<file path="src/rtl/core/weighted_2d_histogram_binner_top_macros.svh">
// ----------------------------------------------------------------------------
// Weighted 2D histogram binner: assertion macros
// Shared concurrent assertion forms for the binner's checks.
// ----------------------------------------------------------------------------
`ifndef WEIGHTED_2D_HISTOGRAM_BINNER_TOP_MACROS_SVH
`define WEIGHTED_2D_HISTOGRAM_BINNER_TOP_MACROS_SVH

// Same-cycle implication, disabled while reset is asserted.
`define WHB_ASSERT_SAME(label, clk, rst_n, ante, cons, msg) \
  label: assert property (@(posedge clk) disable iff (!rst_n) (ante) |-> (cons)) \
    else $error(msg);

// Next-cycle implication, disabled while reset is asserted.
`define WHB_ASSERT_NEXT(label, clk, rst_n, ante, cons, msg) \
  label: assert property (@(posedge clk) disable iff (!rst_n) (ante) |=> (cons)) \
    else $error(msg);

`endif

</file>
<file path="src/rtl/core/whb_pkg.sv">
// ----------------------------------------------------------------------------
// whb_pkg
// Types, sizes and codes shared by the weighted 2D histogram binner.
// ----------------------------------------------------------------------------
`timescale 1ns / 1ps
`default_nettype none

package whb_pkg;

  // Histogram geometry.
  localparam int MAX_X_BINS = 32;
  localparam int MAX_Y_BINS = 32;
  localparam int BIN_DEPTH  = MAX_X_BINS * MAX_Y_BINS;
  localparam int BIN_AW     = $clog2(BIN_DEPTH);
  localparam int EDGE_DEPTH = (MAX_X_BINS > MAX_Y_BINS) ? MAX_X_BINS + 1 : MAX_Y_BINS + 1;
  localparam int EDGE_AW    = $clog2(EDGE_DEPTH);

  // Field widths.
  localparam int OP_W       = 3;
  localparam int SLOT_W     = 10;
  localparam int VAL_W      = 32;
  localparam int SUM_W      = 48;
  localparam int HITS_W     = 24;
  localparam int CNT_W      = 6;
  localparam int IDX_W      = 2 * CNT_W + 1;
  localparam int CFG_IDX_W  = 1;
  localparam int CFG_DATA_W = 6;

  // Request queue between front and back.
  localparam int Q_DEPTH = 2;
  localparam int Q_AW    = $clog2(Q_DEPTH);
  localparam int Q_CW    = $clog2(Q_DEPTH + 1);

  // Edge counts.
  localparam logic [CNT_W-1:0] X_EDGES   = CNT_W'(MAX_X_BINS + 1);
  localparam logic [CNT_W-1:0] Y_EDGES   = CNT_W'(MAX_Y_BINS + 1);
  localparam logic [CNT_W-1:0] CNT_RESET = CNT_W'(33);

  // Saturation limits.
  localparam logic [SUM_W-1:0]  SUM_MAX  = {1'b0, {(SUM_W-1){1'b1}}};
  localparam logic [SUM_W-1:0]  SUM_MIN  = {1'b1, {(SUM_W-1){1'b0}}};
  localparam logic [HITS_W-1:0] HITS_MAX = {HITS_W{1'b1}};

  // Operation codes.
  localparam logic [OP_W-1:0] OP_LOAD_X = 3'd0;
  localparam logic [OP_W-1:0] OP_LOAD_Y = 3'd1;
  localparam logic [OP_W-1:0] OP_ADD    = 3'd2;
  localparam logic [OP_W-1:0] OP_READ   = 3'd3;
  localparam logic [OP_W-1:0] OP_CLEAR  = 3'd4;

  // Configuration register indexes.
  localparam logic [CFG_IDX_W-1:0] CFG_X_EDGE_COUNT = 1'b0;
  localparam logic [CFG_IDX_W-1:0] CFG_Y_EDGE_COUNT = 1'b1;

  typedef struct packed {
    logic [OP_W-1:0]          operation;
    logic [SLOT_W-1:0]        slot;
    logic signed [VAL_W-1:0]  x_value;
    logic signed [VAL_W-1:0]  y_value;
    logic signed [VAL_W-1:0]  weight;
  } whb_in_t;

  typedef struct packed {
    logic                     in_range;
    logic [SLOT_W-1:0]        bin_number;
    logic signed [SUM_W-1:0]  bin_sum;
    logic [HITS_W-1:0]        bin_hits;
  } whb_out_t;

  typedef enum logic [2:0] {
    CMD_LOAD_X,
    CMD_LOAD_Y,
    CMD_ADD,
    CMD_READ,
    CMD_CLEAR,
    CMD_NOP
  } cmd_kind_t;

  // Classified request as it sits in the queue.
  typedef struct packed {
    cmd_kind_t                kind;
    logic                     slot_ok;
    logic [SLOT_W-1:0]        slot;
    logic signed [VAL_W-1:0]  x_value;
    logic signed [VAL_W-1:0]  y_value;
    logic signed [VAL_W-1:0]  weight;
  } whb_cmd_t;

  typedef struct packed {
    logic     valid;
    whb_cmd_t cmd;
  } whb_qout_t;

  // Control into one axis search unit.
  typedef struct packed {
    logic                     start;
    logic signed [VAL_W-1:0]  key;
    logic [CNT_W-1:0]         n;
    logic                     ld_en;
    logic [EDGE_AW-1:0]       ld_addr;
    logic signed [VAL_W-1:0]  ld_data;
  } srch_req_t;

  typedef struct packed {
    logic             busy;
    logic [CNT_W-1:0] pos;
  } srch_rsp_t;

  typedef struct packed {
    logic signed [SUM_W-1:0] sum;
    logic [HITS_W-1:0]       hits;
  } bin_entry_t;

  typedef enum logic [1:0] {
    SR_IDLE,
    SR_READ,
    SR_CMP
  } srch_state_t;

  typedef enum logic [2:0] {
    BK_CLEAR,
    BK_IDLE,
    BK_START,
    BK_SEARCH,
    BK_INDEX,
    BK_READ,
    BK_UPDATE,
    BK_OUT
  } back_state_t;

endpackage

`default_nettype wire

</file>
<file path="src/rtl/core/whb_search.sv">
// ----------------------------------------------------------------------------
// whb_search
// Edge table of one axis with an iterative lower-bound search.
// ----------------------------------------------------------------------------
`timescale 1ns / 1ps
`default_nettype none

module whb_search (
  input  wire logic                clk,
  input  wire logic                rst_n,
  input  wire whb_pkg::srch_req_t  req,
  output whb_pkg::srch_rsp_t       rsp
);

  logic signed [whb_pkg::VAL_W-1:0] edge_mem_r [0:whb_pkg::EDGE_DEPTH-1];
  logic signed [whb_pkg::VAL_W-1:0] rd_data_r;
  whb_pkg::srch_state_t             state_r, state_nxt;
  logic [whb_pkg::CNT_W-1:0]        lo_r, lo_nxt;
  logic [whb_pkg::CNT_W-1:0]        hi_r, hi_nxt;
  logic [whb_pkg::EDGE_AW-1:0]      mid_r, mid_nxt;
  logic signed [whb_pkg::VAL_W-1:0] key_r, key_nxt;
  logic [whb_pkg::CNT_W:0]          mid_sum;
  logic [whb_pkg::EDGE_AW-1:0]      mid_w;

  // Midpoint of the half-open search interval.
  assign mid_sum = {1'b0, lo_r} + {1'b0, hi_r};
  assign mid_w   = whb_pkg::EDGE_AW'(mid_sum >> 1);

  // Search sequencer: one read and one compare per halving step.
  always_comb begin
    state_nxt = state_r;
    lo_nxt    = lo_r;
    hi_nxt    = hi_r;
    mid_nxt   = mid_r;
    key_nxt   = key_r;
    unique case (state_r)
      whb_pkg::SR_IDLE: begin
        if (req.start) begin
          key_nxt = req.key;
          lo_nxt  = '0;
          hi_nxt  = req.n;
          if (req.n != '0) begin
            state_nxt = whb_pkg::SR_READ;
          end
        end
      end
      whb_pkg::SR_READ: begin
        mid_nxt   = mid_w;
        state_nxt = whb_pkg::SR_CMP;
      end
      whb_pkg::SR_CMP: begin
        if (key_r <= rd_data_r) begin
          hi_nxt = whb_pkg::CNT_W'(mid_r);
        end else begin
          lo_nxt = whb_pkg::CNT_W'(mid_r) + 1'b1;
        end
        state_nxt = (lo_nxt < hi_nxt) ? whb_pkg::SR_READ : whb_pkg::SR_IDLE;
      end
      default: begin
        state_nxt = whb_pkg::SR_IDLE;
      end
    endcase
  end

  always_ff @(posedge clk) begin
    if (!rst_n) begin
      state_r <= whb_pkg::SR_IDLE;
    end else begin
      state_r <= state_nxt;
    end
  end

  always_ff @(posedge clk) begin
    lo_r  <= lo_nxt;
    hi_r  <= hi_nxt;
    mid_r <= mid_nxt;
    key_r <= key_nxt;
  end

  // Edge storage: one write port for loads, one registered read port.
  always_ff @(posedge clk) begin
    if (req.ld_en) begin
      edge_mem_r[req.ld_addr] <= req.ld_data;
    end
    rd_data_r <= edge_mem_r[mid_w];
  end

  assign rsp.busy = (state_r != whb_pkg::SR_IDLE);
  assign rsp.pos  = lo_r;

endmodule

`default_nettype wire

</file>
<file path="config.mk">
export PLATFORM = sky130hd
export DESIGN_NAME = whb_search
export DESIGN_NICKNAME = d
export VERILOG_FILES = /design/src/rtl/core/weighted_2d_histogram_binner_top_macros.svh /design/src/rtl/core/whb_pkg.sv /design/src/rtl/core/whb_search.sv
export SDC_FILE = /design/constraint.sdc
export NUM_CORES = 1
export LEC_CHECK = 0
export BUFFER_PORTS_ARGS = -buffer_cell sky130_fd_sc_hd__buf_2
export CORE_MARGIN = 1
export CORE_UTILIZATION = 30
export DETAILED_ROUTE_END_ITERATION = 10
export PLACE_DENSITY = 0.46
export RECOVER_POWER = 25
export SLEW_MARGIN = 20
export SYNTH_ARGS = -nofsm -noshare
export SYNTH_HDL_FRONTEND = slang
export SYNTH_SLANG_ARGS = --single-unit
</file>
<file path="constraint.sdc">
create_clock -name clk -period 4.9 [get_ports clk]
set_input_delay 0.49 -clock clk [delete_from_list [all_inputs] [get_ports clk]]
set_output_delay 0.49 -clock clk [all_outputs]
set_load 0.03 [all_outputs]
</file>
==> flow_summary.yaml, run 1 <==
critical_path:
  cp-start-kind: "flip-flop"
  cpMostUsedCell: "ha_1"
  endpoint_kind: "flip-flop"
  critical_path_class: "flip-flop to flip-flop"
  crit_slowest_cell: "or4b_1"
  crit_family: "simple AND/OR/NAND/NOR gates"
  required_ps: 5570
  crit_path_cell_trace: "ha_1, nand4_1, nor3_1, a21boi_1, or4b_1, a21oi_2, mux2i_2, buf_4, mux2_2, ha_1, a211o_1, nor4_1, nand3b_1, o211ai_1"
  path_buf_inv: 1
  cp_slowest_stage_delay_ps: 570
  arrival_ps: 4920
  path_max_fanout: 10
cts:
  cts_hold_buf: 33
  root_buffer: "clkbuf_16"
  cts.sinks: 1140
  cts_tree: "done"
  post_cts_buffers: 0
  clk_latency_ps: 750
  htree_levels: 3
  cts.repair.resized: 0
  clkTransAtPathRegs_ps: 60
  cts_buffer_depth: 3
  numCtsBuffers: 121
routing:
  route.vias.total: 27500
  wl_per_cell_um: 24.5
  drtIter0Drc: 2411
  drt_drc_violations_left: 0
  firstDrtPassIters: 5
  drt-total-wl_mm: 133
  drtAntennaViolNets: 0
  via_per_inst: 5.06
final_layout:
  area_growth_pct: 16.9
  final_nets: 3403
  multi_input_area_um2: 12300
  final_common_cell: "edfxtp_1"
  regArea_um2: 33900
  drive_above_1_share_pct: 16.7
  fill_cells: 14700
  finalNonFillerCells: 5434
  final_cell_mix: "edfxtp_1, nand2_1, mux2i_1"
global_route:
  grt_pass1_wl_mm: 192
  overflow: 0
  grt_max_degree: 135
  grt_pass1_vias: 27100
  grt_antenna_before_repair: 15
  grt.total_usage_pct: 16.7
logic_synthesis:
  ys_async_sr_fraction_pct: 0
  syn_inst: 3113
  synth_seq_area_share_pct: 72.1
  synth-edff-count: 1106
  synth_cell_types: 65
  synth_nets: 3237
  ys_ff_latch: 1140
  synth_area_um2: 47000
  avgSynthCellArea_um2: 15.1
  yosys_most_used_dff: "edfxtp_1"
  ys_warn_count: 0
sta:
  fin_worst_skew_ps: 37.1
  max_freq_mhz: 235
  max_slew_margin_pct: -5.06
  final.setup.tns_ps: 0
  hold-worst-slack_ps: 63.3
  slew_violations: 34
  finalCritPeriodShare_pct: 86.7
  rsz0062_at_grt: "no"
  setup_ws_ps: 653
  finalSetupViolCount: 0
  hold_violations: 0
  worst_pin_slew_ps: 1580
  period_needed_ps: 4250
place:
  gp_congestion: 0.758
  placedCellCount: 5167
  portBuffers: 86
  post-place-ws_ps: 585
  dp_hpwl_mm: 78.8
run_status:
  outcome: "finished, violations left"
  failed_checks: "max-capacitance violations, max-slew violations"
die:
  dieArea_um2: 158000
  chipHeight_um: 398
  std_cell_rows: 144
  ioPinCount: 87
  start_util_pct: 30.4
  die_x_um: 398
  core_area_um2: 155000
power_and_ir_drop:
  leakage_nw: 18.1
  irDropWorstVdd_v: 0.000864
  powerDensity_nw_per_um2: 707
min_path:
  hold_class: "input pin to flip-flop"
run:
  maxCapViolCount: 1
==> cell type report <==
cell class	instances	share of cell area (%)
Tap cell	2044	4.66
Multi-Input combinational cell	1724	22.4
Sequential cell	1140	61.7
Antenna cell	2	0.00911
Clock inverter	64	0.938
Clock buffer	168	6.04
Timing Repair Buffer	249	3.91
Inverter	43	0.323
==> through the flow <==
stage / util [%] / cell area [um^2] / power (mW)
global placement: 32.8 / 50800 / 30.5
floorplan: - / 47000 / 23.2
CTS: 35.5 / 55000 / 39.4
finish: 35.5 / 54900 / 38.9
global route: 35.5 / 54900 / 41.0
detailed placement: 32.8 / 50800 / 30.5
==> path summary, 6_finish.rpt <==
check	start	end	slack [ps]	depth (start not counted)
setup / recovery	key_r[14]	state_r[0]	650	14
hold / removal	req[39]	hi_r[0]	60	3
hold reg to reg	edge_mem_r[32][27]	rd_data_r[27]	600	2
setup reg to reg	key_r[14]	state_r[0]	650	14
==> metal layers <==
layer | GRT usage (%) | up-vias | part of all wire [%]
li1 | - | 12500 | -
met1 | 23.3 | 14100 | 46
met2 | 26.6 | 708 | 46
met3 | 3.09 | 192 | 5.8
met4 | 4.82 | 18 | 2.3
met5 | 0 | - | 0.091
==> sequential cells by signal, indices dropped and copies added, names as in the netlist <==
register	flops
lo_r	6
key_r	32
hi_r	6
state_r	2
edge_mem_r	1056
mid_r	6
rd_data_r	32
==> worst min-delay path: stages <==
cell     delay [ps]
buf_2            90
nand2_1          50
o21ai_1          70
==> logic make-up after synthesis <==
family	after synthesis	synth area share [%]
buffers and inverters	249	2.39
xor gates and xnor gates	6	0.128
muxes	241	7.70
adders and majority gates	44	1.19
AOI/OAI and AO/OA	461	6.82
DFF	1140	72.1
and+or+nand+nor	972	9.68
==> synth_stat cells, types with 7 or more instances <==
master | n | share of area (%)
mux4_2 | 96 | 4.6
nand3b_1 | 7 | 0.11
nand4_1 | 9 | 0.12
o21ai_1 | 10 | 0.11
o221ai_1 | 32 | 0.60
nor3_1 | 129 | 1.4
ha_1 | 43 | 1.1
a311oi_1 | 31 | 0.58
nand3_1 | 105 | 1.1
a211oi_1 | 65 | 1.0
a21oi_1 | 46 | 0.49
nor2b_1 | 9 | 0.12
buf_1 | 14 | 0.11
mux2i_1 | 140 | 3.0
and3_1 | 32 | 0.43
edfxtp_1 | 1106 | 71
o22ai_2 | 10 | 0.27
a31oi_1 | 96 | 1.3
dfxtp_1 | 34 | 1.4
nor2_1 | 104 | 0.83
clkbuf_1 | 128 | 1.0
o22ai_1 | 52 | 0.69
and2_1 | 36 | 0.48
nand2_1 | 490 | 3.9
inv_1 | 41 | 0.33
nor4_2 | 31 | 0.83
clkbuf_4 | 9 | 0.14
o31ai_1 | 63 | 1.0
o21ai_0 | 33 | 0.35
buf_2 | 43 | 0.46
==> power by group <==
part	internal, mW	switching (mW)
sequential	11.1	0.141
combinational	7.02	11.7
clock	5.04	3.83
No activity file was read; power rests on OpenSTA's default activity.
==> inputs of run 2 (changes only) <==
Settings changed: CORE_ASPECT_RATIO set to 1.2.
==> flow_summary.yaml, run 2 (synthesized netlist as in run 1, its figures left out) <==
min_path:
  hold_class: "input pin to flip-flop"
critical_path:
  r2r_slack_ps: 630
  arrival_ps: 4920
  required_ps: 5550
  cp-start-kind: "flip-flop"
  critical_path_class: "flip-flop to flip-flop"
  endpoint_kind: "flip-flop"
  path_max_fanout: 5
  r2r_cells: 15
  r2r-start: "rd_data_r[21]"
  r2r_end: "state_r[0]"
  crit_end: "state_r[0]"
  critPathLaunch: "rd_data_r[21]"
final_layout:
  top_register: "edge_mem_r"
  fill_cells: 14800
  final_cell_mix: "edfxtp_1, nand2_1, mux2i_1"
  reg_top3: "edge_mem_r x1056, key_r x32, rd_data_r x32"
  final_nets: 3375
  final_common_cell: "edfxtp_1"
  largest_reg_flops: 1056
  area_growth_pct: 16.4
  final_area_um2: 54700
  drive_above_1_share_pct: 16.1
routing:
  wl_per_cell_um: 25.5
  route.vias.total: 27500
  firstDrtPassIters: 7
  drt-total-wl_mm: 138
  via_per_inst: 5.06
  drt_drc_violations_left: 0
  drtIter0Drc: 2395
  drtAntennaViolNets: 0
cts:
  numCtsBuffers: 117
  root_buffer: "clkbuf_16"
  cts_buffer_depth: 3
  clk_latency_ps: 750
  cts.repair.resized: 0
  cts_tree: "done"
  cts.sinks: 1140
  htree_levels: 3
  clkTransAtPathRegs_ps: 60
sta:
  rsz0062_at_grt: "no"
  fin_worst_skew_ps: 34.4
  slew_violations: 34
  setup_ws_ps: 630
  worst_pin_slew_ps: 1580
  max_slew_margin_pct: -5.41
  hold_violations: 0
  period_needed_ps: 4270
  finalSetupViolCount: 0
  max_freq_mhz: 234
  final.setup.tns_ps: 0
  finalCritPeriodShare_pct: 87.1
place:
  portBuffers: 86
  gp_congestion: 0.773
  dpl_cell_area_um2: 50600
  dp_hpwl_mm: 80.5
  post-place-ws_ps: 508
run:
  maxCapViolCount: 3
power_and_ir_drop:
  irDropWorstVdd_v: 0.000839
  powerDensity_nw_per_um2: 698
  leakage_nw: 17.9
  totalPowerFinal_mw: 38.2
die:
  dieArea_um2: 158000
  start_util_pct: 30.3
  std_cell_rows: 158
  core_area_um2: 155000
  ioPinCount: 87
  die_x_um: 363
  chipHeight_um: 436
run_status:
  failed_checks: "max-capacitance violations, max-slew violations"
  outcome: "finished, violations left"
global_route:
  overflow: 0
  grt.total_usage_pct: 17.4
  grt_max_degree: 124
  grt_pass1_vias: 27400
  grt_pass1_wl_mm: 199
  grt_antenna_before_repair: 15
==> run 2: changes by cell type in the layout (fill, tap and decap cells not counted), moves of 3 or more <==
| cell | change |
|---|---|
| buf_4 | -17 |
| clkinv_2 | -4 |
| inv_16 | +3 |
| clkbuf_1 | -8 |
| diode_2 | +4 |
| buf_12 | -7 |
| bufinv_16 | +4 |
| clkbuf_16 | -5 |
| buf_2 | -3 |
| clkbuf_8 | +6 |
==> run 2: through the flow <==
step | util [%] | instances | hold WS, ps
global placement | 32.6 | 5179 | 591
floorplan | - | 3113 | 494
CTS | 35.3 | 5431 | 26.3
global route | 35.3 | 5434 | 63.9
finish | 35.3 | 5437 | 77.5
detailed placement | 32.6 | 5179 | 598
==> run 2: worst min-delay path by stage <==
stage | startpoint | end | slack, ps | cells after the start
final | req[39] | hi_r[0] | 80 | 3
after global placement | edge_mem_r[32][29] | rd_data_r[29] | 590 | 2
after floorplan | edge_mem_r[32][30] | rd_data_r[30] | 490 | 2
after detailed placement | edge_mem_r[32][4] | rd_data_r[4] | 600 | 2
after CTS | req[42] | hi_r[3] | 30 | 3
after global routing | req[42] | hi_r[3] | 60 | 3
==> run 2: cell type report <==
cell class / count / area [um^2] / area share, %
Clock inverter: 61 / 606 / 1.11
Inverter: 43 / 178 / 0.325
Multi-Input combinational cell: 1724 / 12300 / 22.5
Tap cell: 2080 / 2600 / 4.76
Timing Repair Buffer: 225 / 1880 / 3.43
Sequential cell: 1140 / 33900 / 61.9
Antenna cell: 6 / 15.0 / 0.0274
Clock buffer: 158 / 3230 / 5.91
==> run 2: power by group <==
| part | internal (mW) | switching (mW) |
|---|---|---|
| registers | 11.1 | 0.208 |
| logic | 6.55 | 11.3 |
| clock network | 5.15 | 3.84 |
| total | 22.8 | 15.4 |
==> run 2: critical path: stages (launching register included) <==
cell,delay [ps]
dfxtp_1,560
inv_1,90
ha_1,320
a21oi_1,120
o21ai_0,90
a221oi_1,410
o211ai_1,180
a21oi_2,160
mux2i_2,450
mux2_2,400
ha_1,310
a21o_1,170
a211o_1,300
nor4_1,330
nand3b_1,110
o211ai_1,170
==> run 2: repair_timing <==
action,4_1_cts,5_1_grt
endpoints found under the setup margin,0,0
hold buffers,33,0
buffers inserted,0,0
endpoints found under the hold margin,33,0
==> run 2: routing by layer <==
metal | global-route usage, % | part of all wire, %
met3 | 2.59 | 5.1
met4 | 4.06 | 1.8
met1 | 24.1 | 45
met5 | 0 | 0.042
met2 | 28.7 | 48
