<file path="src/rtl/core/weighted_2d_histogram_binner_top_macros.svh">
// ----------------------------------------------------------------------------
// Weighted 2D histogram binner: assertion macros
// Shared concurrent assertion forms for the binner's checks.
// ----------------------------------------------------------------------------
`ifndef WEIGHTED_2D_HISTOGRAM_BINNER_TOP_MACROS_SVH
`define WEIGHTED_2D_HISTOGRAM_BINNER_TOP_MACROS_SVH

// Same-cycle implication, disabled while reset is asserted.
`define WHB_ASSERT_SAME(label, clk, rst_n, ante, cons, msg) \
  label: assert property (@(posedge clk) disable iff (!rst_n) (ante) |-> (cons)) \
    else $error(msg);

// Next-cycle implication, disabled while reset is asserted.
`define WHB_ASSERT_NEXT(label, clk, rst_n, ante, cons, msg) \
  label: assert property (@(posedge clk) disable iff (!rst_n) (ante) |=> (cons)) \
    else $error(msg);

`endif

</file>
<file path="src/rtl/core/whb_pkg.sv">
// ----------------------------------------------------------------------------
// whb_pkg
// Types, sizes and codes shared by the weighted 2D histogram binner.
// ----------------------------------------------------------------------------
`timescale 1ns / 1ps
`default_nettype none

package whb_pkg;

  // Histogram geometry.
  localparam int MAX_X_BINS = 32;
  localparam int MAX_Y_BINS = 32;
  localparam int BIN_DEPTH  = MAX_X_BINS * MAX_Y_BINS;
  localparam int BIN_AW     = $clog2(BIN_DEPTH);
  localparam int EDGE_DEPTH = (MAX_X_BINS > MAX_Y_BINS) ? MAX_X_BINS + 1 : MAX_Y_BINS + 1;
  localparam int EDGE_AW    = $clog2(EDGE_DEPTH);

  // Field widths.
  localparam int OP_W       = 3;
  localparam int SLOT_W     = 10;
  localparam int VAL_W      = 32;
  localparam int SUM_W      = 48;
  localparam int HITS_W     = 24;
  localparam int CNT_W      = 6;
  localparam int IDX_W      = 2 * CNT_W + 1;
  localparam int CFG_IDX_W  = 1;
  localparam int CFG_DATA_W = 6;

  // Request queue between front and back.
  localparam int Q_DEPTH = 2;
  localparam int Q_AW    = $clog2(Q_DEPTH);
  localparam int Q_CW    = $clog2(Q_DEPTH + 1);

  // Edge counts.
  localparam logic [CNT_W-1:0] X_EDGES   = CNT_W'(MAX_X_BINS + 1);
  localparam logic [CNT_W-1:0] Y_EDGES   = CNT_W'(MAX_Y_BINS + 1);
  localparam logic [CNT_W-1:0] CNT_RESET = CNT_W'(33);

  // Saturation limits.
  localparam logic [SUM_W-1:0]  SUM_MAX  = {1'b0, {(SUM_W-1){1'b1}}};
  localparam logic [SUM_W-1:0]  SUM_MIN  = {1'b1, {(SUM_W-1){1'b0}}};
  localparam logic [HITS_W-1:0] HITS_MAX = {HITS_W{1'b1}};

  // Operation codes.
  localparam logic [OP_W-1:0] OP_LOAD_X = 3'd0;
  localparam logic [OP_W-1:0] OP_LOAD_Y = 3'd1;
  localparam logic [OP_W-1:0] OP_ADD    = 3'd2;
  localparam logic [OP_W-1:0] OP_READ   = 3'd3;
  localparam logic [OP_W-1:0] OP_CLEAR  = 3'd4;

  // Configuration register indexes.
  localparam logic [CFG_IDX_W-1:0] CFG_X_EDGE_COUNT = 1'b0;
  localparam logic [CFG_IDX_W-1:0] CFG_Y_EDGE_COUNT = 1'b1;

  typedef struct packed {
    logic [OP_W-1:0]          operation;
    logic [SLOT_W-1:0]        slot;
    logic signed [VAL_W-1:0]  x_value;
    logic signed [VAL_W-1:0]  y_value;
    logic signed [VAL_W-1:0]  weight;
  } whb_in_t;

  typedef struct packed {
    logic                     in_range;
    logic [SLOT_W-1:0]        bin_number;
    logic signed [SUM_W-1:0]  bin_sum;
    logic [HITS_W-1:0]        bin_hits;
  } whb_out_t;

  typedef enum logic [2:0] {
    CMD_LOAD_X,
    CMD_LOAD_Y,
    CMD_ADD,
    CMD_READ,
    CMD_CLEAR,
    CMD_NOP
  } cmd_kind_t;

  // Classified request as it sits in the queue.
  typedef struct packed {
    cmd_kind_t                kind;
    logic                     slot_ok;
    logic [SLOT_W-1:0]        slot;
    logic signed [VAL_W-1:0]  x_value;
    logic signed [VAL_W-1:0]  y_value;
    logic signed [VAL_W-1:0]  weight;
  } whb_cmd_t;

  typedef struct packed {
    logic     valid;
    whb_cmd_t cmd;
  } whb_qout_t;

  // Control into one axis search unit.
  typedef struct packed {
    logic                     start;
    logic signed [VAL_W-1:0]  key;
    logic [CNT_W-1:0]         n;
    logic                     ld_en;
    logic [EDGE_AW-1:0]       ld_addr;
    logic signed [VAL_W-1:0]  ld_data;
  } srch_req_t;

  typedef struct packed {
    logic             busy;
    logic [CNT_W-1:0] pos;
  } srch_rsp_t;

  typedef struct packed {
    logic signed [SUM_W-1:0] sum;
    logic [HITS_W-1:0]       hits;
  } bin_entry_t;

  typedef enum logic [1:0] {
    SR_IDLE,
    SR_READ,
    SR_CMP
  } srch_state_t;

  typedef enum logic [2:0] {
    BK_CLEAR,
    BK_IDLE,
    BK_START,
    BK_SEARCH,
    BK_INDEX,
    BK_READ,
    BK_UPDATE,
    BK_OUT
  } back_state_t;

endpackage

`default_nettype wire

</file>
<file path="src/rtl/core/whb_front.sv">
// ----------------------------------------------------------------------------
// whb_front
// Accepts requests, classifies them and holds them in a short queue.
// ----------------------------------------------------------------------------
`timescale 1ns / 1ps
`default_nettype none

module whb_front (
  input  wire logic               clk,
  input  wire logic               rst_n,
  input  wire logic               in_valid,
  output logic                    in_stall,
  input  wire whb_pkg::whb_in_t   in_data,
  input  wire logic               init_busy,
  input  wire logic               q_pop,
  output whb_pkg::whb_qout_t      q_out
);

  whb_pkg::whb_cmd_t                q_mem_r [0:whb_pkg::Q_DEPTH-1];
  logic [whb_pkg::Q_AW-1:0]         wr_ptr_r, wr_ptr_nxt;
  logic [whb_pkg::Q_AW-1:0]         rd_ptr_r, rd_ptr_nxt;
  logic [whb_pkg::Q_CW-1:0]         cnt_r, cnt_nxt;
  logic                             push;
  whb_pkg::whb_cmd_t                cmd;

  // Decode the operation and check the slot for its use.
  always_comb begin
    cmd.slot    = in_data.slot;
    cmd.x_value = in_data.x_value;
    cmd.y_value = in_data.y_value;
    cmd.weight  = in_data.weight;
    unique case (in_data.operation)
      whb_pkg::OP_LOAD_X: begin
        cmd.kind    = whb_pkg::CMD_LOAD_X;
        cmd.slot_ok = (32'(in_data.slot) <= whb_pkg::MAX_X_BINS);
      end
      whb_pkg::OP_LOAD_Y: begin
        cmd.kind    = whb_pkg::CMD_LOAD_Y;
        cmd.slot_ok = (32'(in_data.slot) <= whb_pkg::MAX_Y_BINS);
      end
      whb_pkg::OP_ADD: begin
        cmd.kind    = whb_pkg::CMD_ADD;
        cmd.slot_ok = 1'b0;
      end
      whb_pkg::OP_READ: begin
        cmd.kind    = whb_pkg::CMD_READ;
        cmd.slot_ok = (32'(in_data.slot) < whb_pkg::BIN_DEPTH);
      end
      whb_pkg::OP_CLEAR: begin
        cmd.kind    = whb_pkg::CMD_CLEAR;
        cmd.slot_ok = 1'b0;
      end
      default: begin
        cmd.kind    = whb_pkg::CMD_NOP;
        cmd.slot_ok = 1'b0;
      end
    endcase
  end

  // Queue occupancy and pointers.
  assign in_stall = (cnt_r == whb_pkg::Q_CW'(whb_pkg::Q_DEPTH)) || init_busy;
  assign push     = in_valid && !in_stall;

  always_comb begin
    wr_ptr_nxt = wr_ptr_r;
    rd_ptr_nxt = rd_ptr_r;
    cnt_nxt    = cnt_r;
    if (push) begin
      wr_ptr_nxt = (wr_ptr_r == whb_pkg::Q_AW'(whb_pkg::Q_DEPTH - 1)) ? '0 : wr_ptr_r + 1'b1;
    end
    if (q_pop) begin
      rd_ptr_nxt = (rd_ptr_r == whb_pkg::Q_AW'(whb_pkg::Q_DEPTH - 1)) ? '0 : rd_ptr_r + 1'b1;
    end
    if (push && !q_pop) begin
      cnt_nxt = cnt_r + 1'b1;
    end else if (!push && q_pop) begin
      cnt_nxt = cnt_r - 1'b1;
    end
  end

  always_ff @(posedge clk) begin
    if (!rst_n) begin
      wr_ptr_r <= '0;
      rd_ptr_r <= '0;
      cnt_r    <= '0;
    end else begin
      wr_ptr_r <= wr_ptr_nxt;
      rd_ptr_r <= rd_ptr_nxt;
      cnt_r    <= cnt_nxt;
    end
  end

  // Queue storage.
  always_ff @(posedge clk) begin
    if (push) begin
      q_mem_r[wr_ptr_r] <= cmd;
    end
  end

  assign q_out.valid = (cnt_r != '0);
  assign q_out.cmd   = q_mem_r[rd_ptr_r];

endmodule

`default_nettype wire

</file>
<file path="config.mk">
export PLATFORM = sky130hd
export DESIGN_NAME = whb_front
export DESIGN_NICKNAME = d
export VERILOG_FILES = /design/src/rtl/core/weighted_2d_histogram_binner_top_macros.svh /design/src/rtl/core/whb_pkg.sv /design/src/rtl/core/whb_front.sv
export SDC_FILE = /design/constraint.sdc
export NUM_CORES = 1
export LEC_CHECK = 0
export ABC_AREA = 1
export BUFFER_PORTS_ARGS = -buffer_cell sky130_fd_sc_hd__buf_4
export CORE_ASPECT_RATIO = 1.5
export CORE_MARGIN = 1.5
export CORE_UTILIZATION = 31
export DETAILED_ROUTE_END_ITERATION = 7
export PLACE_DENSITY_LB_ADDON = 0.25
export RECOVER_POWER = 100
export SYNTH_ARGS = -nofsm -noshare
export SYNTH_HDL_FRONTEND = slang
export SYNTH_SLANG_ARGS = --single-unit
</file>
<file path="constraint.sdc">
create_clock -name clk -period 9.93 [get_ports clk]
set_input_delay 1.4895 -clock clk [delete_from_list [all_inputs] [get_ports clk]]
set_output_delay 1.4895 -clock clk [all_outputs]
set_load 0.01 [all_outputs]
</file>
==> results of run 1 <==
## layout make-up
class / instances / area (µm²) / area share, %
tap: 346 / 432.9 / 3.988
sequential: 225 / 6706 / 61.77
clock buffer: 30 / 631.9 / 5.820
antenna: 1 / 2.502 / 0.02305
clock inverter: 10 / 75.07 / 0.6915
multi-input combinational: 148 / 1423 / 13.10
timing repair buffer: 229 / 1535 / 14.14
inverter: 13 / 50.05 / 0.4610
## layout by cell type (no fill, tap or decap), types with 2 or more instances in the layout
master / instances
nand3_1: 2
nand4_1: 2
clkinv_1: 3
clkbuf_4: 73
clkbuf_1: 53
dfxtp_1: 5
inv_1: 12
nor2_1: 11
mux2_4: 2
buf_4: 107
mux2_2: 7
nand2_1: 17
clkinv_2: 5
mux2_1: 101
clkbuf_8: 3
clkbuf_16: 23
edfxtp_1: 220
## worst max-delay path: cells and delay by family
kind	cells	cell delay (ns)
buffers and inverters	4	4.20
AND/OR/NAND/NOR	1	0.15
## synthesized netlist by cell type (2+ instances only)
library cell and count:
nand4_1 2, mux2_2 10, nand3_1 2, inv_1 13
buf_12 10, mux2_4 100, nand2_1 17, nor2_1 12
edfxtp_1 220, dfxtp_1 5
## power breakdown
group          leakage (nW)  internal (mW)  switching (mW)
Sequential             2.06           1.09          0.0151
Clock                 0.353          0.472           0.337
Combinational          1.50         0.0931          0.0951
Total                  3.91           1.66           0.448
## kinds of logic after synthesis
group	after synthesis	share of synthesized area, %
compound gates	3	0.1999
fa+ha+maj	1	0.1428
buf+inv	26	3.071
flops	225	76.57
mux	110	18.43
simple gates	34	1.586
## metrics by stage
| stage | area (µm²) | utilization, % |
|---|---|---|
| after floorplan | 8758 | - |
| after global placement | 10700 | 38.41 |
| after detailed placement | 10700 | 38.41 |
| after CTS | 11410 | 40.94 |
| after global routing | 10860 | 38.95 |
| final | 10860 | 38.95 |
## per-layer routing
layer / up-vias / GRT usage (%)
li1: 2019 / -
met1: 2144 / 11.63
met2: 137 / 22.17
met3: 26 / 2.475
met4: 0 / 4.755
met5: - / 0
## state kept, by name, indices dropped and copies added, names as in the netlist, named ones only
| name | cells |
|---|---|
| q_mem_r | 220 |
| wr_ptr_r | 1 |
| cnt_r | 2 |
| rd_ptr_r | 1 |
## worst paths after layout
check | slack, ns | cells past startpoint | end
worst max register to register | 4.70 | 5 | q_mem_r[1][5]$_DFFE_PP_
worst min-delay path | 0.50 | 2 | flop
worst min register to register | 0.50 | 2 | flop
worst max-delay path | 4.02 | 5 | q_mem_r[1][5]$_DFFE_PP_
==> flow_summary_export.csv, run 1 <==
group,metric,value,unit
sta,min_period,5.907,ns
worst_setup_path,crit_path_start_kind,"primary input",
clock_tree,cts_root_buf,"clkbuf_16",
power,p_per_area,193.7,nW/µm²
worst_setup_path,cpPeakStageDelay,2.60,ns
detailed_routing,drt-met1-wl,6211,µm
synth,ys_types,18,
clock_tree,cts_buffer_depth,3,
clock_tree,cts_max_level,1,
run,drv_cap,5,
synth,yosysWarnings,0,
worst_setup_path,arrival,5.93,ns
grt,grt_usage,11.43,%
clock_tree,cts.reportedPaths.clkPinSlew,0.06,ns
sta,finalHoldViolCount,0,
die,dieArea,29290,µm²
clock_tree,cts_sinks,225,
clock_tree,clock_latency,0.50,ns
die,core_area,27870,µm²
sta,setup_viol,0,
worst_setup_path,worstPathMaxFanout,61,
grt,antenna_found_initial,1,
sta,rsz0062_at_grt,"false",
synth,synthTopCellsByArea,"edfxtp_1 (75%), mux2_4 (17%), buf_12 (2.3%)",
worst_setup_path,worstSetupEndpointType,"flop",
detailed_routing,routed-wl-met2,9759,µm
clock_tree,post_cts_buffers,0,
sta,setup_ws,4.023,ns
layout,syn2layout_area_growth,23.96,%
detailed_routing,highest_layer,"met4",
synth,async_flop_share,0,%
place,dp_cells,961,
hold_path,hold_class,"reg2reg",
detailed_routing,avgViaCountPerCell,4.317,
grt,grt_pass1_vias,4721,
worst_setup_path,cp_data_required_time,9.96,ns
power,leakagePower,3.906,nW
place,place.gp.congestion,0.6985,
worst_setup_path,cp_slowest_cell,"clkbuf_1",
power,vdd_drop_max,114.0,µV
grt,gr-total-overflow,0,
place,hpwlAfterDp,11480,µm
die,rows,75,
clock_tree,cts_hold_buf,0,
grt,grt_max_degree,62,
sta,fmax,169.3,MHz
synth,synthCells,399,
synth,yosysTopAreaCellShare,75.43,%
synth,synth_seq_cells,225,
detailed_routing,first_iter_violations,227,
synth,syn_avg_cell_area,21.95,µm²
detailed_routing,num_vias,4326,
die,dieHeight,208.9,µm
power,power,2.103,mW
detailed_routing,dr_wl_met3,997,µm
detailed_routing,wire_per_inst,17.33,µm
sta,post-route-period-util,59.48,%
synth,synth.yosys.seq_area_share,76.57,%
synth,synth_ff_type,"edfxtp_1",
worst_setup_path,crit_chain,"clkbuf_4 > inv_1 > nand4_1 > clkinvlp_2 > clkbuf_1",
die,fp.dieW,140.2,µm
worst_setup_path,r2r_start,"cnt_r[0]$_SDFFE_PN0P_",
detailed_routing,drc_errors,0,
synth,syn-cell-area,8758,µm²
clock_tree,post_cts_resized,0,
sta,tightest_slew,3.612,ns
die,floorplan.initialDensity,31.43,%
status,violations,"capacitance limit, slew limit",
layout,fillers,2607,
synth,synth_edf_count,220,
synth,syn_nets,514,
worst_setup_path,worst-setup-path-type,"in2reg",
worst_setup_path,crit_path_start,"init_busy",
place,port_buffers,225,
layout,final_cells,1002,
sta,timing.hold.ws,0.5038,ns
synth,yosysTopAreaCell,"edfxtp_1",
grt,grt_pass1_wl,25730,µm
place,dp_slack,5.834,ns
detailed_routing,drt_wl_total,17370,µm
hold_path,hp-start,"rd_ptr_r$_SDFFE_PN0P_",
clock_tree,cts_tree,"done",
detailed_routing,antenna_left,0,
layout,drive_above_1_share,34.20,%
sta,slew_violations,283,
layout,finalNetCount,754,
status,status,"finished, violations left",
sta,maxSlewHeadroom,-140.8,%
detailed_routing,firstDrtPassIters,4,
die,ios,226,
clock_tree,cts_made_buffers,22,
sta,fin_setup_tns,0,ns
sta,fin_skew,0.005001,ns
(Power assumes the default switching activity.)
==> run 2, diff against run 1 <==
==> constraint.sdc (replaced) <==
create_clock -name clk -period 5.3 [get_ports clk]
set_input_delay 0.795 -clock clk [delete_from_list [all_inputs] [get_ports clk]]
set_output_delay 0.795 -clock clk [all_outputs]
set_load 0.01 [all_outputs]
==> run 2 against run 1 <==
  * The flow still finishes with violations (capacitance limit, slew limit)
  * Hold slack got worse by 0.025 ns
  * Clock power increased by 100%
  * Via count increased by 1.2%
  * Utilization increased by 0.14 points
  * Total power increased by 94%
  * Critical path depth decreased by 2
  * Routed wire length increased by 4.2%
  * Non-clock buffer count increased by 1
  * Clock skew increased by 0.0031 ns
  * Critical endpoint is now q_out[69]
  * Largest cell class unchanged
  * Largest power group unchanged
==> flow_summary_export.csv, run 2 (synthesized netlist as in run 1, its figures left out) <==
group,metric,value,unit
layout,syn2layout_area_growth,24.41,%
grt,grt_pass1_vias,4785,
place,dp_cells,962,
clock_tree,cts_sinks,225,
clock_tree,cts_root_buf,"clkbuf_16",
layout,finalNetCount,756,
die,core_area,27870,µm²
layout,final_cells,1005,
detailed_routing,first_iter_violations,132,
run,drv_cap,2,
worst_setup_path,r2r_cells,5,
detailed_routing,drt_wl_total,18090,µm
die,floorplan.initialDensity,31.43,%
die,rows,75,
clock_tree,clock_latency,0.51,ns
layout,mostFrequentLayoutCells,"edfxtp_1 (220), buf_4 (105), mux2_1 (96)",
clock_tree,post_cts_resized,0,
sta,slew_violations,62,
worst_setup_path,arrival,2.93,ns
worst_setup_path,worstPathMaxFanout,39,
worst_setup_path,crit_chain,"clkbuf_2 > mux2_1 > buf_4",
sta,finalHoldViolCount,0,
sta,fmax,268.2,MHz
worst_setup_path,cp_data_required_time,4.51,ns
layout,top_register,"q_mem_r",
sta,maxSlewHeadroom,-16.80,%
clock_tree,cts_made_buffers,23,
worst_setup_path,cp_slowest_cell,"clkbuf_2",
layout,drive_above_1_share,32.98,%
clock_tree,cts_max_level,1,
die,dieArea,29290,µm²
power,intPower,3.196,mW
power,pwr-share-comb,9.0,%
die,fp.dieW,140.2,µm
layout,largest_register_ffs,220,
sta,min_period,3.729,ns
detailed_routing,antenna_left,0,
place,port_buffers,225,
detailed_routing,num_vias,4377,
hold_path,holdPathStages,1,
power,p_switching,875.2,µW
sta,setup_viol,0,
place,place.gp.congestion,0.7306,
worst_setup_path,r2r_start,"cnt_r[0]$_SDFFE_PN0P_",
worst_setup_path,crit_path_start_kind,"flop",
sta,post-route-period-util,70.36,%
grt,grt_usage,12.19,%
clock_tree,post_cts_buffers,0,
power,vdd_drop_max,292.2,µV
detailed_routing,avgViaCountPerCell,4.355,
detailed_routing,drc_errors,0,
sta,rsz0062_at_grt,"false",
grt,grt_pass1_wl,27230,µm
power,p_clk_share,40.5,%
layout,seq_area,6706,µm²
die,dieHeight,208.9,µm
power,switching_share,21.50,%
clock_tree,cts.reportedPaths.clkPinSlew,0.06,ns
grt,gr-total-overflow,0,
status,violations,"capacitance limit, slew limit",
layout,multi_input_area,1430,µm²
detailed_routing,wire_per_inst,18.00,µm
clock_tree,cts_tree,"done",
power,leakagePower,3.894,nW
layout,layout_commonest_cell,"edfxtp_1",
sta,fin_setup_tns,0,ns
hold_path,hold_class,"in2reg",
grt,grt_max_degree,82,
power,p_per_area,373.6,nW/µm²
clock_tree,cts_buffer_depth,3,
place,hpwlAfterDp,12130,µm
clock_tree,cts_hold_buf,0,
worst_setup_path,cpPeakStageDelay,0.95,ns
die,ios,226,
sta,tightest_slew,1.752,ns
sta,fin_skew,0.008087,ns
worst_setup_path,worst-setup-path-type,"reg2out",
status,status,"finished, violations left",
worst_setup_path,worstSetupEndpointType,"output pin",
layout,fillers,2641,
layout,reg_top3,"q_mem_r x220, cnt_r x2",
hold_path,hp-start,"in_data[13]",
power,seq_power_share,50.5,%
detailed_routing,firstDrtPassIters,4,
grt,antenna_found_initial,2,
-- run 2: metal layers --
metal | GRT usage [%] | share of wire [%] | vias up
met5 | 0 | 0.072 | -
met4 | 5.009 | 2.8 | 2
li1 | - | - | 2032
met1 | 12.69 | 36 | 2175
met2 | 23.13 | 55 | 134
met3 | 2.910 | 5.8 | 34
-- run 2: layout make-up --
cell class,instances,share of cell area (%)
Sequential cell,225,61.55
Tap cell,346,3.973
Antenna cell,1,0.02296
Multi-Input combinational cell,148,13.12
Clock inverter,14,1.424
Clock buffer,28,5.730
Timing Repair Buffer,230,13.71
Inverter,13,0.4708
-- run 2: path summary, 6_finish.rpt --
kind,to,slack (ns)
worst max-delay path,q_out[69],1.57
worst max register to register,q_mem_r[0][33]$_DFFE_PP_,1.98
worst min-delay path,q_mem_r[1][13]$_DFFE_PP_,0.48
worst min register to register,flop,0.52
-- run 2: critical path, delay by kind of cell (launching register included) --
kind / cells / cell delay (ns)
muxes: 1 / 0.44
DFF: 1 / 0.85
buffers and inverters: 2 / 1.11
-- run 2: through the flow --
stage	setup slack (ns)	power (mW)	util, %	cell area (µm²)	hold WS (ns)
floorplan	1.005	2.346	-	8761	0.4635
global placement	2.356	2.545	38.52	10740	0.4751
detailed placement	2.262	2.559	38.52	10740	0.4771
CTS	2.185	4.225	41.32	11520	0.4271
global route	1.382	4.225	39.10	10900	0.4549
finish	1.571	4.071	39.10	10900	0.4785
-- run 2: power groups by stage --
stage	combinational (mW)	clock, mW	sequential (mW)
after floorplan	0.253	0	2.09
after global placement	0.452	0	2.09
after detailed placement	0.461	0	2.10
after CTS	0.462	1.70	2.06
after global routing	0.399	1.76	2.06
final	0.367	1.65	2.06
==> run 3, diff against run 2 <==
==> constraint.sdc (replaced) <==
create_clock -name clk -period 3.35 [get_ports clk]
set_input_delay 0.5025 -clock clk [delete_from_list [all_inputs] [get_ports clk]]
set_output_delay 0.5025 -clock clk [all_outputs]
set_load 0.01 [all_outputs]
==> run 3 against run 2 <==
  * The flow still finishes with violations (capacitance limit, slew limit)
  * Largest power group unchanged
  * Critical path depth unchanged
  * Utilization rose by 0.29 points
  * Critical endpoint is now q_out[48]
  * Non-clock buffer count rose by 3
  * First-iteration DRC count is 29% higher
  * Largest cell class unchanged
  * Final area up 0.74%
  * Highest routed layer is now met4
  * Cell count up 0.40%
  * Setup slack worse by 1.1 ns
==> flow_summary_export.csv, run 3 (synthesized netlist as in run 1, its figures left out) <==
group,metric,value,unit
sta,min_period,2.831,ns
layout,top_register,"q_mem_r",
power,leakagePower,3.985,nW
die,fp.dieW,140.2,µm
worst_setup_path,cp_data_required_time,2.85,ns
power,p_per_area,575.5,nW/µm²
detailed_routing,first_iter_violations,170,
layout,largest_register_ffs,220,
layout,finalNetCount,760,
detailed_routing,firstDrtPassIters,4,
sta,post-route-period-util,84.50,%
die,dieHeight,208.9,µm
clock_tree,cts_root_buf,"clkbuf_16",
worst_setup_path,worstSetupEndpointType,"output pin",
layout,syn2layout_area_growth,25.33,%
layout,reg_top3,"q_mem_r x220, cnt_r x2",
detailed_routing,antenna_left,0,
sta,tightest_slew,1.541,ns
clock_tree,cts_max_level,1,
run,drv_cap,1,
grt,grt_usage,12.13,%
clock_tree,clock_latency,0.51,ns
layout,fillers,2636,
sta,setup_viol,0,
worst_setup_path,crit_path_start_kind,"flop",
status,status,"finished, violations left",
worst_setup_path,path_delay_family,"flip-flops",
worst_setup_path,worstPathMaxFanout,35,
die,rows,75,
detailed_routing,drc_errors,0,
worst_setup_path,arrival,2.33,ns
detailed_routing,wire_per_inst,17.97,µm
sta,rsz0062_at_grt,"false",
grt,grt_max_degree,57,
worst_setup_path,crit_chain,"clkbuf_4 > mux2_1 > buf_4",
sta,fin_setup_tns,0,ns
power,vdd_drop_max,368.6,µV
die,core_area,27870,µm²
layout,mostFrequentLayoutCells,"edfxtp_1 (220), buf_4 (109), mux2_1 (97)",
detailed_routing,avgViaCountPerCell,4.324,
hold_path,hold_class,"in2reg",
layout,drive_above_1_share,35.90,%
sta,finalHoldViolCount,0,
sta,maxSlewHeadroom,-2.702,%
clock_tree,cts_buffer_depth,3,
detailed_routing,drt_wl_total,18130,µm
sta,slew_violations,57,
grt,grt_pass1_vias,4838,
power,power,6.317,mW
status,violations,"capacitance limit, slew limit",
detailed_routing,num_vias,4363,
clock_tree,cts_sinks,225,
clock_tree,cts.reportedPaths.clkPinSlew,0.06,ns
clock_tree,post_cts_buffers,0,
clock_tree,cts_made_buffers,24,
die,ios,226,
grt,grt_pass1_wl,27030,µm
sta,fmax,353.3,MHz
layout,diodes,0,
place,place.gp.congestion,0.7279,
worst_setup_path,path_buf_inv,2,
clock_tree,post_cts_resized,0,
die,dieArea,29290,µm²
place,hpwlAfterDp,12230,µm
grt,antenna_found_initial,0,
clock_tree,cts_hold_buf,0,
die,floorplan.initialDensity,31.43,%
place,port_buffers,225,
grt,gr-total-overflow,0,
worst_setup_path,cp_slowest_cell,"dfxtp_4",
layout,layout_commonest_cell,"edfxtp_1",
worst_setup_path,cpPeakStageDelay,0.70,ns
sta,fin_skew,0.007695,ns
worst_setup_path,worst-setup-path-type,"reg2out",
clock_tree,cts_tree,"done",
[run 3: cell types whose count changed in the layout (fill, tap and decap cells not counted), sizes merged]
cell	previous run	this run
buf	108	111
bufinv	3	1
clkbuf	150	152
clkinv	7	11
clkinvlp	3	1
diode	1	0
[run 3: through the flow]
| step | setup WS, ns | hold slack, ns | cell area (µm²) | instances | util [%] |
|---|---|---|---|---|---|
| after floorplan | 0.05739 | 0.4635 | 8766 | 399 | - |
| after global placement | 1.198 | 0.4818 | 10780 | 965 | 38.69 |
| after detailed placement | 1.155 | 0.5132 | 10780 | 965 | 38.69 |
| after CTS | 0.6480 | 0.1287 | 11520 | 1009 | 41.34 |
| after global routing | 0.3414 | 0.1643 | 10980 | 1009 | 39.39 |
| final | 0.5192 | 0.1906 | 10980 | 1009 | 39.39 |
[run 3: worst register-to-register path, cell delays in order (launching register included)]
cell and delay (ns):
dfxtp_1 0.32, inv_1 0.09, nand2_1 0.11, nand4_1 0.16
inv_4 0.41, clkbuf_2 1.16
[run 3: routing by layer]
metal / vias up / track usage, % / share of wire [%] / wire (µm)
li1: 2041 / - / - / -
met1: 2140 / 11.82 / 35 / 6348
met2: 142 / 23.37 / 55 / 9952
met3: 40 / 2.704 / 5.6 / 1019
met4: 0 / 6.534 / 4.5 / 807
met5: - / 0 / 0 / 0
[run 3: cell type report]
| cell class | instances | area, µm² | share of cell area [%] |
|---|---|---|---|
| Clock inverter | 14 | 93.84 | 0.8549 |
| Sequential cell | 225 | 6710 | 61.13 |
| Timing Repair Buffer | 233 | 1607 | 14.64 |
| Tap cell | 346 | 432.9 | 3.944 |
| Inverter | 13 | 51.30 | 0.4673 |
| Multi-Input combinational cell | 148 | 1438 | 13.10 |
| Clock buffer | 30 | 644.4 | 5.870 |
[run 3: report_power, final]
| group | internal (mW) | switching, mW |
|---|---|---|
| combinational | 0.286 | 0.294 |
| clock | 1.44 | 1.03 |
| sequential | 3.23 | 0.0388 |
| total | 4.95 | 1.37 |
[run 3: path summary, 6_finish.rpt]
check	startpoint	end	slack, ns	cells past startpoint
worst max register to register	cnt_r[0]$_SDFFE_PN0P_	q_mem_r[1][103]$_DFFE_PP_	0.66	5
worst min-delay path	in_data[29]	q_mem_r[0][29]$_DFFE_PP_	0.19	1
worst max-delay path	flop	q_out[48]	0.52	3
worst min register to register	rd_ptr_r$_SDFFE_PN0P_	rd_ptr_r$_SDFFE_PN0P_	0.52	2
